`src/hw/rtl/sdt_pkg.sv`:
```
// shared types, constants and codes for the byte-stuffing deframer and channel tracker
`timescale 1ns / 1ps
package sdt_pkg;

  localparam int FRAME_BYTES_DEF = 512;

  localparam logic [7:0] FLAG_BYTE   = 8'h7E;
  localparam logic [7:0] ESC_BYTE    = 8'h7D;
  localparam logic [7:0] ESC_XOR     = 8'h20;
  localparam logic [7:0] MSG_DATA_A  = 8'h0F;
  localparam logic [7:0] MSG_DATA_B  = 8'h03;
  localparam logic [7:0] CN4_MASK    = 8'hE0;
  localparam logic [7:0] CN4_CODE    = 8'h20;
  localparam logic [7:0] CN8_MASK    = 8'hC0;
  localparam logic [7:0] CN8_CODE    = 8'h40;
  localparam logic [7:0] CN_NONE     = 8'hFF;
  localparam logic [7:0] CHAN_ID_RST = 8'd5;

  localparam logic RK_PAYLOAD = 1'b0;
  localparam logic RK_END     = 1'b1;

  localparam logic CK_SDCCH4 = 1'b0;
  localparam logic CK_SDCCH8 = 1'b1;

  typedef enum logic [1:0] {
    PS_IDLE  = 2'd0,
    PS_FRAME = 2'd1,
    PS_ESC   = 2'd2
  } parse_state_t;

  // events from the unstuffer for one line byte
  typedef struct packed {
    logic       start;
    logic       keep;
    logic       close;
    logic [7:0] data;
  } unstuff_ev_t;

  // what the frame stage makes of one event
  typedef struct packed {
    logic       pay;
    logic       fin;
    logic [7:0] data;
    logic [8:0] plen;
    logic [7:0] mtype;
    logic       is_data;
    logic [7:0] cn;
  } frame_ev_t;

  typedef struct packed {
    logic        changed;
    logic        kind;
    logic [2:0]  ss;
    logic [2:0]  ts;
    logic [7:0]  cn;
    logic [31:0] count;
  } trk_res_t;

endpackage

```
`src/hw/rtl/sdt_unstuff.sv`:
```
// flag hunt and escape removal state machine
`timescale 1ns / 1ps
module sdt_unstuff
  import sdt_pkg::*;
(
  input  logic        clk,
  input  logic        rst_n,
  input  logic        fire,
  input  logic [7:0]  line_byte,
  output unstuff_ev_t ev
);

  parse_state_t state_r, state_nxt;

  always_ff @(posedge clk) begin
    if (!rst_n) begin
      state_r <= PS_IDLE;
    end else if (fire) begin
      state_r <= state_nxt;
    end
  end

  always_comb begin
    state_nxt = state_r;
    ev        = '0;
    ev.data   = line_byte;
    unique case (state_r)
      PS_FRAME: begin
        if (line_byte == FLAG_BYTE) begin
          ev.close = 1'b1;
        end else if (line_byte == ESC_BYTE) begin
          state_nxt = PS_ESC;
        end else begin
          ev.keep = 1'b1;
        end
      end
      PS_ESC: begin
        state_nxt = PS_FRAME;
        ev.keep   = 1'b1;
        ev.data   = line_byte ^ ESC_XOR;
      end
      default: begin
        // idle, and the unused code behaves as idle
        state_nxt = PS_IDLE;
        if (line_byte == FLAG_BYTE) begin
          state_nxt = PS_FRAME;
          ev.start  = 1'b1;
        end
      end
    endcase
  end

endmodule

```
`src/hw/rtl/sdt_frame.sv`:
```
// frame length, header capture, payload forwarding and close decision
`timescale 1ns / 1ps
module sdt_frame
  import sdt_pkg::*;
#(
  parameter int FRAME_BYTES = FRAME_BYTES_DEF
)
(
  input  logic        clk,
  input  logic        rst_n,
  input  logic        fire,
  input  unstuff_ev_t ev,
  input  logic [7:0]  accepted_id,
  output frame_ev_t   fev
);

  localparam int LEN_W = $clog2(FRAME_BYTES + 1);
  localparam int PL_W  = (LEN_W > 9) ? LEN_W : 9;

  logic [LEN_W-1:0] len_r, len_nxt;
  logic [7:0]       chan_id_r, chan_id_nxt;
  logic [7:0]       type_r, type_nxt;
  logic [7:0]       cbyte_r, cbyte_nxt;
  logic [PL_W-1:0]  plen_full;
  logic             room;
  logic             id_ok;

  assign room      = len_r < LEN_W'(FRAME_BYTES);
  assign id_ok     = chan_id_r == accepted_id;
  assign plen_full = PL_W'(len_r) - PL_W'(2);

  always_ff @(posedge clk) begin
    if (!rst_n) begin
      len_r     <= '0;
      chan_id_r <= '0;
      type_r    <= '0;
      cbyte_r   <= '0;
    end else if (fire) begin
      len_r     <= len_nxt;
      chan_id_r <= chan_id_nxt;
      type_r    <= type_nxt;
      cbyte_r   <= cbyte_nxt;
    end
  end

  always_comb begin
    len_nxt     = len_r;
    chan_id_nxt = chan_id_r;
    type_nxt    = type_r;
    cbyte_nxt   = cbyte_r;
    fev         = '0;
    fev.data    = ev.data;
    fev.plen    = plen_full[8:0];
    fev.mtype   = type_r;
    fev.cn      = cbyte_r;
    fev.is_data = (type_r == MSG_DATA_A || type_r == MSG_DATA_B) && len_r >= LEN_W'(7);
    if (ev.start) begin
      len_nxt = '0;
    end else if (ev.close) begin
      len_nxt = '0;
      fev.fin = (len_r >= LEN_W'(3)) && id_ok;
    end else if (ev.keep && room) begin
      len_nxt = len_r + LEN_W'(1);
      if (len_r == LEN_W'(0)) begin
        chan_id_nxt = ev.data;
      end
      if (len_r == LEN_W'(2)) begin
        type_nxt = ev.data;
      end
      if (len_r == LEN_W'(6)) begin
        cbyte_nxt = ev.data;
      end
      fev.pay = (len_r >= LEN_W'(2)) && id_ok;
    end
  end

endmodule

```
`src/hw/rtl/sdt_chan_track.sv`:
```
// dedicated channel number classification and change counter
`timescale 1ns / 1ps
module sdt_chan_track
  import sdt_pkg::*;
(
  input  logic       clk,
  input  logic       rst_n,
  input  logic       go,
  input  logic       is_data,
  input  logic [7:0] cn,
  output trk_res_t   trk
);

  logic [7:0]  last_r;
  logic [31:0] count_r;
  logic        is4, is8, changed;

  assign is4     = (cn & CN4_MASK) == CN4_CODE;
  assign is8     = (cn & CN8_MASK) == CN8_CODE;
  assign changed = go && is_data && (is4 || is8) && cn != last_r;

  always_ff @(posedge clk) begin
    if (!rst_n) begin
      last_r  <= CN_NONE;
      count_r <= '0;
    end else if (changed) begin
      last_r  <= cn;
      count_r <= count_r + 32'd1;
    end
  end

  always_comb begin
    trk         = '0;
    trk.count   = count_r + {31'd0, changed};
    trk.changed = changed;
    if (changed) begin
      trk.kind = is4 ? CK_SDCCH4 : CK_SDCCH8;
      trk.ss   = is4 ? {1'b0, cn[4:3]} : cn[5:3];
      trk.ts   = cn[2:0];
      trk.cn   = cn;
    end
  end

endmodule

```
`src/hw/rtl/sercomm_deframer_channel_tracker.sv`:
```
// top level: byte-stuffing deframer with cut-through payload and channel tracker
//
//   port group   direction  handshake        carries
//   in_*         input      valid / stall    one raw serial line byte
//   out_*        output     valid / stall    payload byte or end-of-frame summary
//   cfg_*        input      write enable     accepted channel id
//
// one line byte per cycle sustained while out_stall does not hold the output; a byte is
// held in the input register and its result is then registered in the output register
// the single-pass path is the unstuffer, the frame-length compare and the
// 32-bit change-counter increment
// synchronous active-low reset; no clearing pass, ready straight after reset
// out_stall holds the output register and stalls the input register only
// when the output register is full and not being taken
`timescale 1ns / 1ps
module sercomm_deframer_channel_tracker
  import sdt_pkg::*;
#(
  parameter int FRAME_BYTES = FRAME_BYTES_DEF
)
(
  input  logic        clk,
  input  logic        rst_n,
  // configuration
  input  logic        cfg_wr_en,
  input  logic [7:0]  cfg_wr_data,
  // input channel
  input  logic        in_valid,
  output logic        in_stall,
  input  logic [7:0]  in_line_byte,
  // result channel
  output logic        out_valid,
  input  logic        out_stall,
  output logic        out_result_kind,
  output logic [7:0]  out_payload_byte,
  output logic [8:0]  out_payload_length,
  output logic [7:0]  out_message_type,
  output logic        out_channel_changed,
  output logic        out_channel_kind,
  output logic [2:0]  out_subchannel,
  output logic [2:0]  out_timeslot,
  output logic [7:0]  out_channel_number,
  output logic [31:0] out_change_count
);

  // accepted channel id register
  logic [7:0] acc_id_r;

  always_ff @(posedge clk) begin
    if (!rst_n) begin
      acc_id_r <= CHAN_ID_RST;
    end else if (cfg_wr_en) begin
      acc_id_r <= cfg_wr_data;
    end
  end

  // input register
  logic       s1_valid_r, s1_valid_nxt;
  logic [7:0] s1_byte_r;
  logic       adv;       // output register can take a new value
  logic       fire;      // byte in input register is processed this cycle
  logic       in_take;

  assign adv      = !out_valid || !out_stall;
  assign fire     = s1_valid_r && adv;
  assign in_stall = s1_valid_r && !adv;
  assign in_take  = in_valid && !in_stall;

  always_comb begin
    s1_valid_nxt = s1_valid_r;
    if (in_take) begin
      s1_valid_nxt = 1'b1;
    end else if (fire) begin
      s1_valid_nxt = 1'b0;
    end
  end

  always_ff @(posedge clk) begin
    if (!rst_n) begin
      s1_valid_r <= 1'b0;
    end else begin
      s1_valid_r <= s1_valid_nxt;
    end
  end

  always_ff @(posedge clk) begin
    if (in_take) begin
      s1_byte_r <= in_line_byte;
    end
  end

  // single-pass processing
  unstuff_ev_t ev;
  frame_ev_t   fev;
  trk_res_t    trk;

  sdt_unstuff u_unstuff (
    .clk       (clk),
    .rst_n     (rst_n),
    .fire      (fire),
    .line_byte (s1_byte_r),
    .ev        (ev)
  );

  sdt_frame #(
    .FRAME_BYTES (FRAME_BYTES)
  ) u_frame (
    .clk         (clk),
    .rst_n       (rst_n),
    .fire        (fire),
    .ev          (ev),
    .accepted_id (acc_id_r),
    .fev         (fev)
  );

  // tracker only moves on an accepted frame end
  sdt_chan_track u_track (
    .clk     (clk),
    .rst_n   (rst_n),
    .go      (fire && fev.fin),
    .is_data (fev.is_data),
    .cn      (fev.cn),
    .trk     (trk)
  );

  // output register
  logic        out_valid_r;
  logic        kind_r;
  logic [7:0]  pbyte_r;
  logic [8:0]  plen_r;
  logic [7:0]  mtype_r;
  trk_res_t    trk_r;
  logic        res_valid;

  assign res_valid = fev.pay || fev.fin;

  always_ff @(posedge clk) begin
    if (!rst_n) begin
      out_valid_r <= 1'b0;
    end else if (adv) begin
      out_valid_r <= fire && res_valid;
    end
  end

  always_ff @(posedge clk) begin
    if (adv) begin
      if (fev.fin) begin
        kind_r  <= RK_END;
        pbyte_r <= '0;
        plen_r  <= fev.plen;
        mtype_r <= fev.mtype;
        trk_r   <= trk;
      end else begin
        kind_r  <= RK_PAYLOAD;
        pbyte_r <= fev.data;
        plen_r  <= '0;
        mtype_r <= '0;
        trk_r   <= '0;
      end
    end
  end

  assign out_valid           = out_valid_r;
  assign out_result_kind     = kind_r;
  assign out_payload_byte    = pbyte_r;
  assign out_payload_length  = plen_r;
  assign out_message_type    = mtype_r;
  assign out_channel_changed = trk_r.changed;
  assign out_channel_kind    = trk_r.kind;
  assign out_subchannel      = trk_r.ss;
  assign out_timeslot        = trk_r.ts;
  assign out_channel_number  = trk_r.cn;
  assign out_change_count    = trk_r.count;

endmodule

```
`config.mk`:
```
export PLATFORM = sky130hd
export DESIGN_NAME = sercomm_deframer_channel_tracker
export DESIGN_NICKNAME = d
export VERILOG_FILES = /design/src/hw/rtl/sdt_pkg.sv /design/src/hw/rtl/sdt_unstuff.sv /design/src/hw/rtl/sdt_frame.sv /design/src/hw/rtl/sdt_chan_track.sv /design/src/hw/rtl/sercomm_deframer_channel_tracker.sv
export SDC_FILE = /design/constraint.sdc
export NUM_CORES = 1
export LEC_CHECK = 0
export BUFFER_PORTS_ARGS = -buffer_cell sky130_fd_sc_hd__buf_2
export CORE_MARGIN = 3
export CORE_UTILIZATION = 52
export CTS_CLUSTER_DIAMETER = 200
export CTS_CLUSTER_SIZE = 16
export DETAILED_ROUTE_END_ITERATION = 12
export GPL_TIMING_DRIVEN = 1
export PLACE_DENSITY_LB_ADDON = 0.12
export SLEW_MARGIN = 5
export SYNTH_ARGS = -nofsm -noshare
export SYNTH_HDL_FRONTEND = slang
export SYNTH_SLANG_ARGS = --single-unit
```
`constraint.sdc`:
```
create_clock -name clk -period 3.4 [get_ports clk]
set_input_delay 0.34 -clock clk [delete_from_list [all_inputs] [get_ports clk]]
set_output_delay 0.34 -clock clk [all_outputs]
set_load 0.02 [all_outputs]
```
==> results of run 1 <==
-- final timing paths --
check                        from  cells after the start  slack, ps                    to
max          u_unstuff.state_r[0]                     13        140  out_change_count[17]
min               in_line_byte[5]                      1         70          s1_byte_r[5]
max reg2reg  u_unstuff.state_r[0]                     13        140  out_change_count[17]
min reg2reg     u_track.last_r[7]                      2        460     u_track.last_r[7]
-- worst reg2reg max path: cells and delay by family, from the launching register on --
kind                     cells  cell delay [ps]
flip-flops                   1              360
AND/OR/NAND/NOR              8             1870
adder cells (fa/ha/maj)      2              460
XOR/XNOR                     1              160
buffers and inverters        2              140
-- cell families after synthesis --
group,after synthesis
AO/OA/AOI/OAI,121
AND/OR/NAND/NOR,317
flip-flops,163
XOR/XNOR,57
buffers and inverters,67
other,1
multiplexers,9
adder cells (fa/ha/maj),11
-- placed cells by master (no fill, tap or decap), types with 21 or more instances in the layout --
| cell | synthesis | routed |
|---|---|---|
| nand3_1 | 47 | 46 |
| nand4_1 | 21 | 21 |
| xor2_1 | 29 | 29 |
| nor2_1 | 79 | 79 |
| xnor2_1 | 28 | 28 |
| edfxtp_1 | 77 | 77 |
| o21ai_0 | 45 | 45 |
| dfxtp_1 | 86 | 86 |
| a21oi_1 | 39 | 39 |
| buf_2 | 2 | 96 |
| nand2_1 | 62 | 61 |
-- Yosys cell counts (15+ instances only) --
cell type	number	area, µm²
nand3_1	47	235
edfxtp_1	77	2310
a21oi_1	39	195
inv_1	18	67.6
xor2_1	29	254
nor2_1	79	297
dfxtp_1	86	1720
or4_1	15	113
nand2_1	62	233
nand4_1	21	131
o21ai_0	45	225
clkbuf_1	36	135
xnor2_1	28	245
-- power groups by stage --
stage                     clock [mW]  combinational, mW  sequential, mW
after detailed placement           0              0.105            2.12
final                           1.97              0.105            2.07
after global placement             0              0.103            2.11
after global routing            2.09              0.115            2.07
after floorplan                    0             0.0586            2.12
after CTS                       2.00              0.105            2.07
-- state kept, by name, summed over array words and instances (netlist names), 9 cells and up --
register,count
u_frame.len_r,10
u_track.count_r,32
out_payload_length,9
out_change_count,32
-- final cells by class --
type,instances,area share [%]
clock buffer,21,5.65
clock inverter,11,1.40
tap,180,2.58
inverter,19,0.817
timing repair buffer,117,7.45
sequential,163,46.2
multi-input combinational,516,35.9
-- layer usage --
layer	routed length, µm	up-vias
li1	-	2850
met1	7340	2717
met2	8510	163
met3	750	30
met4	396	0
met5	0	-
-- stage by stage --
| stage | hold slack [ps] | cells | utilization (%) | instance area [µm²] | setup slack, ps |
|---|---|---|---|---|---|
| after floorplan | 434 | 746 | - | 7460 | 42.7 |
| after global placement | 446 | 995 | 58.2 | 8110 | 212 |
| after detailed placement | 450 | 995 | 58.2 | 8110 | 130 |
| after CTS | 63.6 | 1027 | 62.6 | 8730 | 116 |
| after global routing | 68.1 | 1027 | 62.7 | 8730 | 14.1 |
| final | 72.0 | 1027 | 62.7 | 8730 | 142 |
-- repair_timing --
item,4_1_cts,5_1_grt
hold buffers,0,0
endpoints found under the setup margin,0,1
resized for setup,0,1
==> impl_metrics.py, run 1 <==
metrics = {
    "placed_design": {
        "gp_congestion": 0.882,
        "io_buffers": 96,
        "hpwlAfterDp_mm": 11.9,
    },
    "floorplanning": {
        "die_x_um": 126,
        "die_y_um": 126,
        "dieArea_um2": 15800,
        "start_util_pct": 53.5,
        "ioPinCount": 97,
        "fp.coreArea_um2": 13900,
        "rows": 43,
    },
    "power": {
        "fin_total_pwr_mw": 4.15,
        "pwr-share-seq_pct": 49.9,
        "powerDensity_nw_per_um2": 475,
        "swShare_pct": 20.9,
        "pwr-share-comb_pct": 2.5,
        "pwr-share-clk_pct": 47.5,
        "ir_drop_uv": 342,
        "leakagePower_nw": 3.44,
        "p_switching_mw": 0.866,
        "p_int_mw": 3.28,
    },
    "route": {
        "dr.pass1.iters": 5,
        "via_per_inst": 5.61,
        "drc": 0,
        "drt_iter0_drc": 424,
        "wl_per_cell_um": 16.5,
        "drt_wl_total_mm": 17.0,
        "final_antenna_net_count": 0,
        "vias": 5760,
    },
    "clocking": {
        "clk_pin_slew_ps": 70,
        "clk_latency_ps": 440,
        "cts_num_sinks": 163,
        "cts-root-buf": "clkbuf_16",
        "numCtsBuffers": 17,
        "cts_buffer_depth": 2,
        "h-tree-depth": 4,
        "cts_tree": "yes",
        "post-cts-setup-buffer-count": 0,
    },
    "global_route": {
        "met3_usage_pct": 4.71,
        "track_usage_pct": 22.1,
        "grt.met2_usage_pct": 37.4,
        "antenna_found_initial": 0,
        "grt_util_met1_pct": 27.4,
        "grt_pass1_wl_mm": 28.1,
        "grt_overflow": 0,
        "top_usage_layer": "met2",
        "grt_start_max_net_pins": 71,
        "first_global_vias": 5624,
    },
    "timing": {
        "hold_viol": 0,
        "fin_setup_tns_ps": 0,
        "rsz0062_at_grt": "no",
        "skew_ps": 14.6,
        "period_minus_slack_ps": 3260,
        "slew_violations": 0,
        "finalSetupViolations": 0,
        "relSlewSlack_pct": 34.0,
        "finalCritPeriodShare_pct": 95.8,
        "tightest_slew_ps": 990,
        "fmax_ghz": 0.307,
    },
    "synthesis": {
        "synth_warnings": 0,
        "synth_edf_count": 77,
        "synth_simple_gate_area_share_pct": 22.5,
        "async_flop_share_pct": 0,
        "syn_inst": 746,
        "muxShareOfSynthArea_pct": 1.21,
        "synth_ff_type": "dfxtp_1",
        "synth-xor-area-share_pct": 6.70,
        "syn_nets": 778,
        "avgSynthCellArea_um2": 9.99,
        "ys_ff_latch": 163,
        "ys_types": 55,
        "synth_compound_area_share_pct": 9.62,
        "synth_fa_ha_area_share_pct": 1.85,
        "seq_area_frac_synth_pct": 54.1,
        "synth_top_family_by_area": "simple AND/OR/NAND/NOR gates",
        "synth_area_um2": 7450,
    },
    "run": {
        "maxCapViolCount": 0,
    },
    "final_layout": {
        "fillCellCount": 1130,
        "num_antenna_cells": 0,
        "regArea_um2": 4030,
        "layout-drive-gt1-share_pct": 19.0,
        "multiInputGateArea_um2": 3140,
        "areaGrowthSynthToFinish_pct": 17.2,
        "final_nets": 866,
    },
    "critical_path": {
        "setup.worst_path.class": "flop to flop",
        "max_stage_delay_ps": 560,
        "crit_required_ps": 3590,
        "crit_family": "simple AND/OR/NAND/NOR gates",
        "crit_fanout": 5,
        "crit_slowest_cell": "or4_1",
        "critical_path.cell_chain": "inv_1 > ha_1 > nand2b_1 > or4_1 > nor3_2 > nand4_1 > inv_2 > ha_1 > and3_1 > nand3_2 > or4_1 > xor2_1 > nor2_1",
        "cp.arrival_ps": 3440,
        "path_buf_inv": 2,
        "start_kind": "flop",
        "end_kind": "flop",
    },
    "worst_hold_path": {
        "worst_hold_path_type": "input pin to flop",
    },
    "status": {
        "run_status": "finished, final reports clean",
    },
}
Note: power is estimated with default switching activity, not from simulation.
==> inputs of run 2 (changes only) <==
--- a/config.mk
+++ b/config.mk
@@ -5,7 +5,7 @@
 export SDC_FILE = /design/constraint.sdc
 export NUM_CORES = 1
 export LEC_CHECK = 0
-export BUFFER_PORTS_ARGS = -buffer_cell sky130_fd_sc_hd__buf_2
+export BUFFER_PORTS_ARGS = -buffer_cell sky130_fd_sc_hd__clkbuf_2
 export CORE_MARGIN = 3
 export CORE_UTILIZATION = 52
 export CTS_CLUSTER_DIAMETER = 200
==> impl_metrics.py, run 2 (synthesized netlist as in run 1, its figures left out) <==
metrics = {
    "placed_design": {
        "place_area_um2": 8100,
        "dp.cells": 995,
        "io_buffers": 96,
        "hpwlAfterDp_mm": 11.6,
        "dp_slack_ps": 93.4,
        "gp_congestion": 0.880,
    },
    "final_layout": {
        "layout-drive-gt1-share_pct": 19.4,
        "mostFrequentLayoutCells": "96 x clkbuf_2, 86 x dfxtp_1, 79 x nor2_1",
        "areaGrowthSynthToFinish_pct": 16.7,
        "utilization_pct": 62.4,
        "layout.cells.non_filler": 1027,
        "post-route-cell-area_um2": 8700,
        "final_common_cell": "clkbuf_2",
        "num_antenna_cells": 0,
        "final_nets": 866,
    },
    "route": {
        "drt_iter0_drc": 491,
        "drt_wl_total_mm": 16.7,
        "final_antenna_net_count": 0,
        "dr.pass1.iters": 6,
        "wl_per_cell_um": 16.2,
        "via_per_inst": 5.67,
        "drc": 0,
        "vias": 5820,
    },
    "critical_path": {
        "r2r_start": "u_unstuff.state_r[0]",
        "setup.worst_path.class": "flop to flop",
        "end_kind": "flop",
        "r2r_slack_ps": 140,
        "crit_fanout": 5,
        "crit_required_ps": 3570,
        "start_kind": "flop",
        "rr_worst_depth": 13,
        "cp.arrival_ps": 3430,
        "crit_start": "u_unstuff.state_r[0]",
    },
    "global_route": {
        "grt_pass1_wl_mm": 27.6,
        "first_global_vias": 5571,
        "grt_overflow": 0,
        "track_usage_pct": 21.8,
        "grt_start_max_net_pins": 71,
        "antenna_found_initial": 0,
    },
    "power": {
        "pwr-share-clk_pct": 46.4,
        "swShare_pct": 21.8,
        "powerDensity_nw_per_um2": 467,
        "pwr-share-seq_pct": 51.0,
        "leakagePower_nw": 3.37,
        "ir_drop_uv": 351,
        "p_switching_mw": 0.888,
        "p_int_mw": 3.18,
        "fin_total_pwr_mw": 4.07,
        "pwr-share-comb_pct": 2.6,
    },
    "floorplanning": {
        "dieArea_um2": 15800,
        "ioPinCount": 97,
        "start_util_pct": 53.5,
        "die_x_um": 126,
        "fp.coreArea_um2": 13900,
        "die_y_um": 126,
        "rows": 43,
    },
    "clocking": {
        "cts_buffer_depth": 2,
        "cts.hold.buffers_added": 0,
        "clk_latency_ps": 440,
        "cts_num_sinks": 163,
        "cts_tree": "yes",
        "numCtsBuffers": 17,
        "h-tree-depth": 4,
        "cts-root-buf": "clkbuf_16",
        "post_cts_resize_count": 0,
        "post-cts-setup-buffer-count": 0,
        "clk_pin_slew_ps": 70,
    },
    "run": {
        "maxCapViolCount": 0,
    },
    "timing": {
        "worst_slack_ps": 139,
        "finalSetupViolations": 0,
        "period_minus_slack_ps": 3260,
        "skew_ps": 11.2,
        "tightest_slew_ps": 998,
        "hold_viol": 0,
        "slew_violations": 0,
        "relSlewSlack_pct": 33.5,
        "finalCritPeriodShare_pct": 95.9,
        "rsz0062_at_grt": "no",
        "fmax_ghz": 0.307,
        "hold_ws_ps": 77.1,
        "fin_setup_tns_ps": 0,
    },
    "worst_hold_path": {
        "whs_path_depth": 1,
        "worst_hold_path_type": "input pin to flop",
        "min_from": "in_line_byte[7]",
    },
    "status": {
        "run_status": "finished, final reports clean",
    },
}
==> run 2: area by class of cell <==
type	count	area (µm²)
tap	180	225
clock buffer	19	464
sequential	163	4030
inverter	19	71.3
clock inverter	13	124
fill	1145	5240
timing repair buffer	117	638
multi-input combinational	516	3140
==> run 2: layer usage <==
layer,global-route usage [%],routed length (µm),vias up
met2,37.4,8460,155
li1,-,-,2852
met3,4.28,701,37
met1,27.0,7110,2776
met4,8.99,408,0
met5,0,0,-
==> run 2: power by group through the flow <==
stage | combinational (mW) | sequential [mW] | clock [mW]
2_1_floorplan | 0.0586 | 2.12 | 0
3_3_place_gp | 0.103 | 2.11 | 0
3_5_place_dp | 0.105 | 2.12 | 0
4_1_cts | 0.105 | 2.07 | 1.92
5_1_grt | 0.115 | 2.07 | 2.01
6_report | 0.105 | 2.07 | 1.89
==> run 2: worst max-delay path, cell delays in order, from the launching register on <==
cell      delay [ps]
dfxtp_1          350
inv_1             50
ha_1             300
nand2b_1         160
or4_1            430
nor3_2           150
nand4_1          160
inv_2             90
ha_1             170
and3_4           200
nand3_2          120
or4_1            580
xor2_1           160
nor2_1            60
==> run 2: final timing paths <==
check	to
worst max-delay path	out_change_count[17]
worst min register to register	u_track.last_r[7]
worst min-delay path	s1_byte_r[7]
worst max register to register	out_change_count[17]
==> inputs of run 3 (changes only) <==
--- a/config.mk
+++ b/config.mk
@@ -13,6 +13,7 @@
 export DETAILED_ROUTE_END_ITERATION = 12
 export GPL_TIMING_DRIVEN = 1
 export PLACE_DENSITY_LB_ADDON = 0.12
+export SETUP_SLACK_MARGIN = 0.4
 export SLEW_MARGIN = 5
 export SYNTH_ARGS = -nofsm -noshare
 export SYNTH_HDL_FRONTEND = slang
==> impl_metrics.py, run 3 (synthesized netlist as in run 1, its figures left out) <==
metrics = {
    "status": {
        "run_status": "finished, final reports clean",
    },
    "floorplanning": {
        "die_y_um": 126,
        "rows": 43,
        "start_util_pct": 53.5,
        "die_x_um": 126,
        "ioPinCount": 97,
        "dieArea_um2": 15800,
        "fp.coreArea_um2": 13900,
    },
    "power": {
        "ir_drop_uv": 301,
        "powerDensity_nw_per_um2": 434,
        "leakagePower_nw": 3.55,
    },
    "route": {
        "wl_per_cell_um": 16.7,
        "via_per_inst": 5.67,
        "drt_iter0_drc": 352,
        "drt_wl_total_mm": 17.5,
        "route.met3.wl_um": 796,
        "vias": 5947,
        "highest_layer": "met4",
        "dr.pass1.iters": 4,
        "final_antenna_net_count": 0,
        "wl_met2_mm": 8.89,
        "wl_met1_mm": 7.55,
        "drc": 0,
    },
    "timing": {
        "fin_setup_tns_ps": 0,
        "hold_ws_ps": 79.2,
        "finalCritPeriodShare_pct": 90.4,
        "fmax_ghz": 0.326,
        "slew_violations": 0,
        "rsz0062_at_grt": "yes",
        "skew_ps": 8.41,
        "hold_viol": 0,
        "period_minus_slack_ps": 3070,
        "relSlewSlack_pct": 34.1,
        "tightest_slew_ps": 989,
        "worst_slack_ps": 328,
        "finalSetupViolations": 0,
    },
    "clocking": {
        "cts.hold.buffers_added": 0,
        "clk_pin_slew_ps": 70,
        "h-tree-depth": 4,
        "cts_tree": "yes",
        "cts_num_sinks": 163,
        "cts_buffer_depth": 2,
        "clk_latency_ps": 430,
        "cts-root-buf": "clkbuf_16",
        "numCtsBuffers": 17,
    },
    "placed_design": {
        "gp_congestion": 0.908,
        "place_area_um2": 8130,
        "io_buffers": 96,
        "dp_slack_ps": 192,
        "hpwlAfterDp_mm": 11.9,
    },
    "worst_hold_path": {
        "worst_hold_path_type": "input pin to flop",
    },
    "global_route": {
        "antenna_found_initial": 0,
        "grt_overflow": 0,
        "track_usage_pct": 21.6,
        "first_global_vias": 5525,
        "grt_pass1_wl_mm": 27.4,
        "grt_start_max_net_pins": 71,
    },
    "final_layout": {
        "post-route-cell-area_um2": 9150,
        "layout-drive-gt1-share_pct": 25.3,
        "mostFrequentLayoutCells": "96 x clkbuf_2, 85 x dfxtp_1, 77 x edfxtp_1",
        "areaGrowthSynthToFinish_pct": 22.8,
        "utilization_pct": 65.7,
        "final_common_cell": "clkbuf_2",
        "fillCellCount": 1124,
        "num_antenna_cells": 0,
        "final_nets": 888,
    },
    "critical_path": {
        "crit_fanout": 6,
        "critical_path.cell_chain": "inv_2 > ha_4 > nand2b_4 > or4_4 > nor3_4 > nand4_1 > inv_2 > ha_4 > and3_4 > nand3_4 > or4_4 > xor2_1 > nor2_1",
        "max_stage_delay_ps": 440,
        "cp.arrival_ps": 3260,
        "start_kind": "flop",
        "end_kind": "flop",
        "crit_required_ps": 3580,
        "crit_slowest_cell": "or4_4",
        "setup.worst_path.class": "flop to flop",
    },
    "run": {
        "maxCapViolCount": 0,
    },
}
## run 3: worst max-delay path, delay by kind of cell, from the launching register on
kind	cells	cell delay (ps)
fa+ha+maj	2	390
buf+inv	2	180
simple gates	8	1780
flops	1	350
xor+xnor	1	140
## run 3: what timing repair did
item | 4_1_cts | 5_1_grt
buffers inserted | 16 | 11
pin swaps | 3 | 16
setup endpoints to repair | 19 | 53
hold endpoints to repair | 0 | 0
gates cloned | 0 | 2
gates resized for setup | 5 | 47
## run 3: area by class of cell
cell class                 instances  area [µm²]  share of cell area, %
clock buffer                      18         429                   4.69
inverter                          19        71.3                  0.779
multi-input combinational        516        3370                   36.8
sequential                       163        4040                   44.1
timing repair buffer             139         907                   9.91
tap                              180         225                   2.46
clock inverter                    14         120                   1.31
## run 3: metal layers
metal,track usage [%],up-vias
met2,37.5,138
met4,7.91,0
met5,0,-
met1,26.4,2886
met3,4.92,19
li1,-,2904
## run 3: path summary, 6_finish.rpt
kind / from / to / slack [ps] / cells past startpoint
max reg2reg: u_unstuff.state_r[0] / out_change_count[17] / 330 / 13
max: u_unstuff.state_r[0] / out_change_count[17] / 330 / 13
min: in_line_byte[1] / s1_byte_r[1] / 80 / 1
min reg2reg: u_track.last_r[7] / u_track.last_r[7] / 480 / 2
## run 3: power breakdown
part           switching [mW]  internal [mW]  total (mW)
Clock                   0.835          0.956        1.79
Combinational          0.0710         0.0397       0.111
Sequential             0.0127           2.06        2.07
Total                   0.919           3.05        3.97
## run 3: stage by stage
| stage | std cells | power, mW |
|---|---|---|
| finish | 1049 | 3.97 |
| CTS | 1036 | 4.00 |
| global route | 1049 | 4.10 |
| floorplan | 746 | 2.18 |
| detailed placement | 988 | 2.22 |
| global placement | 988 | 2.22 |
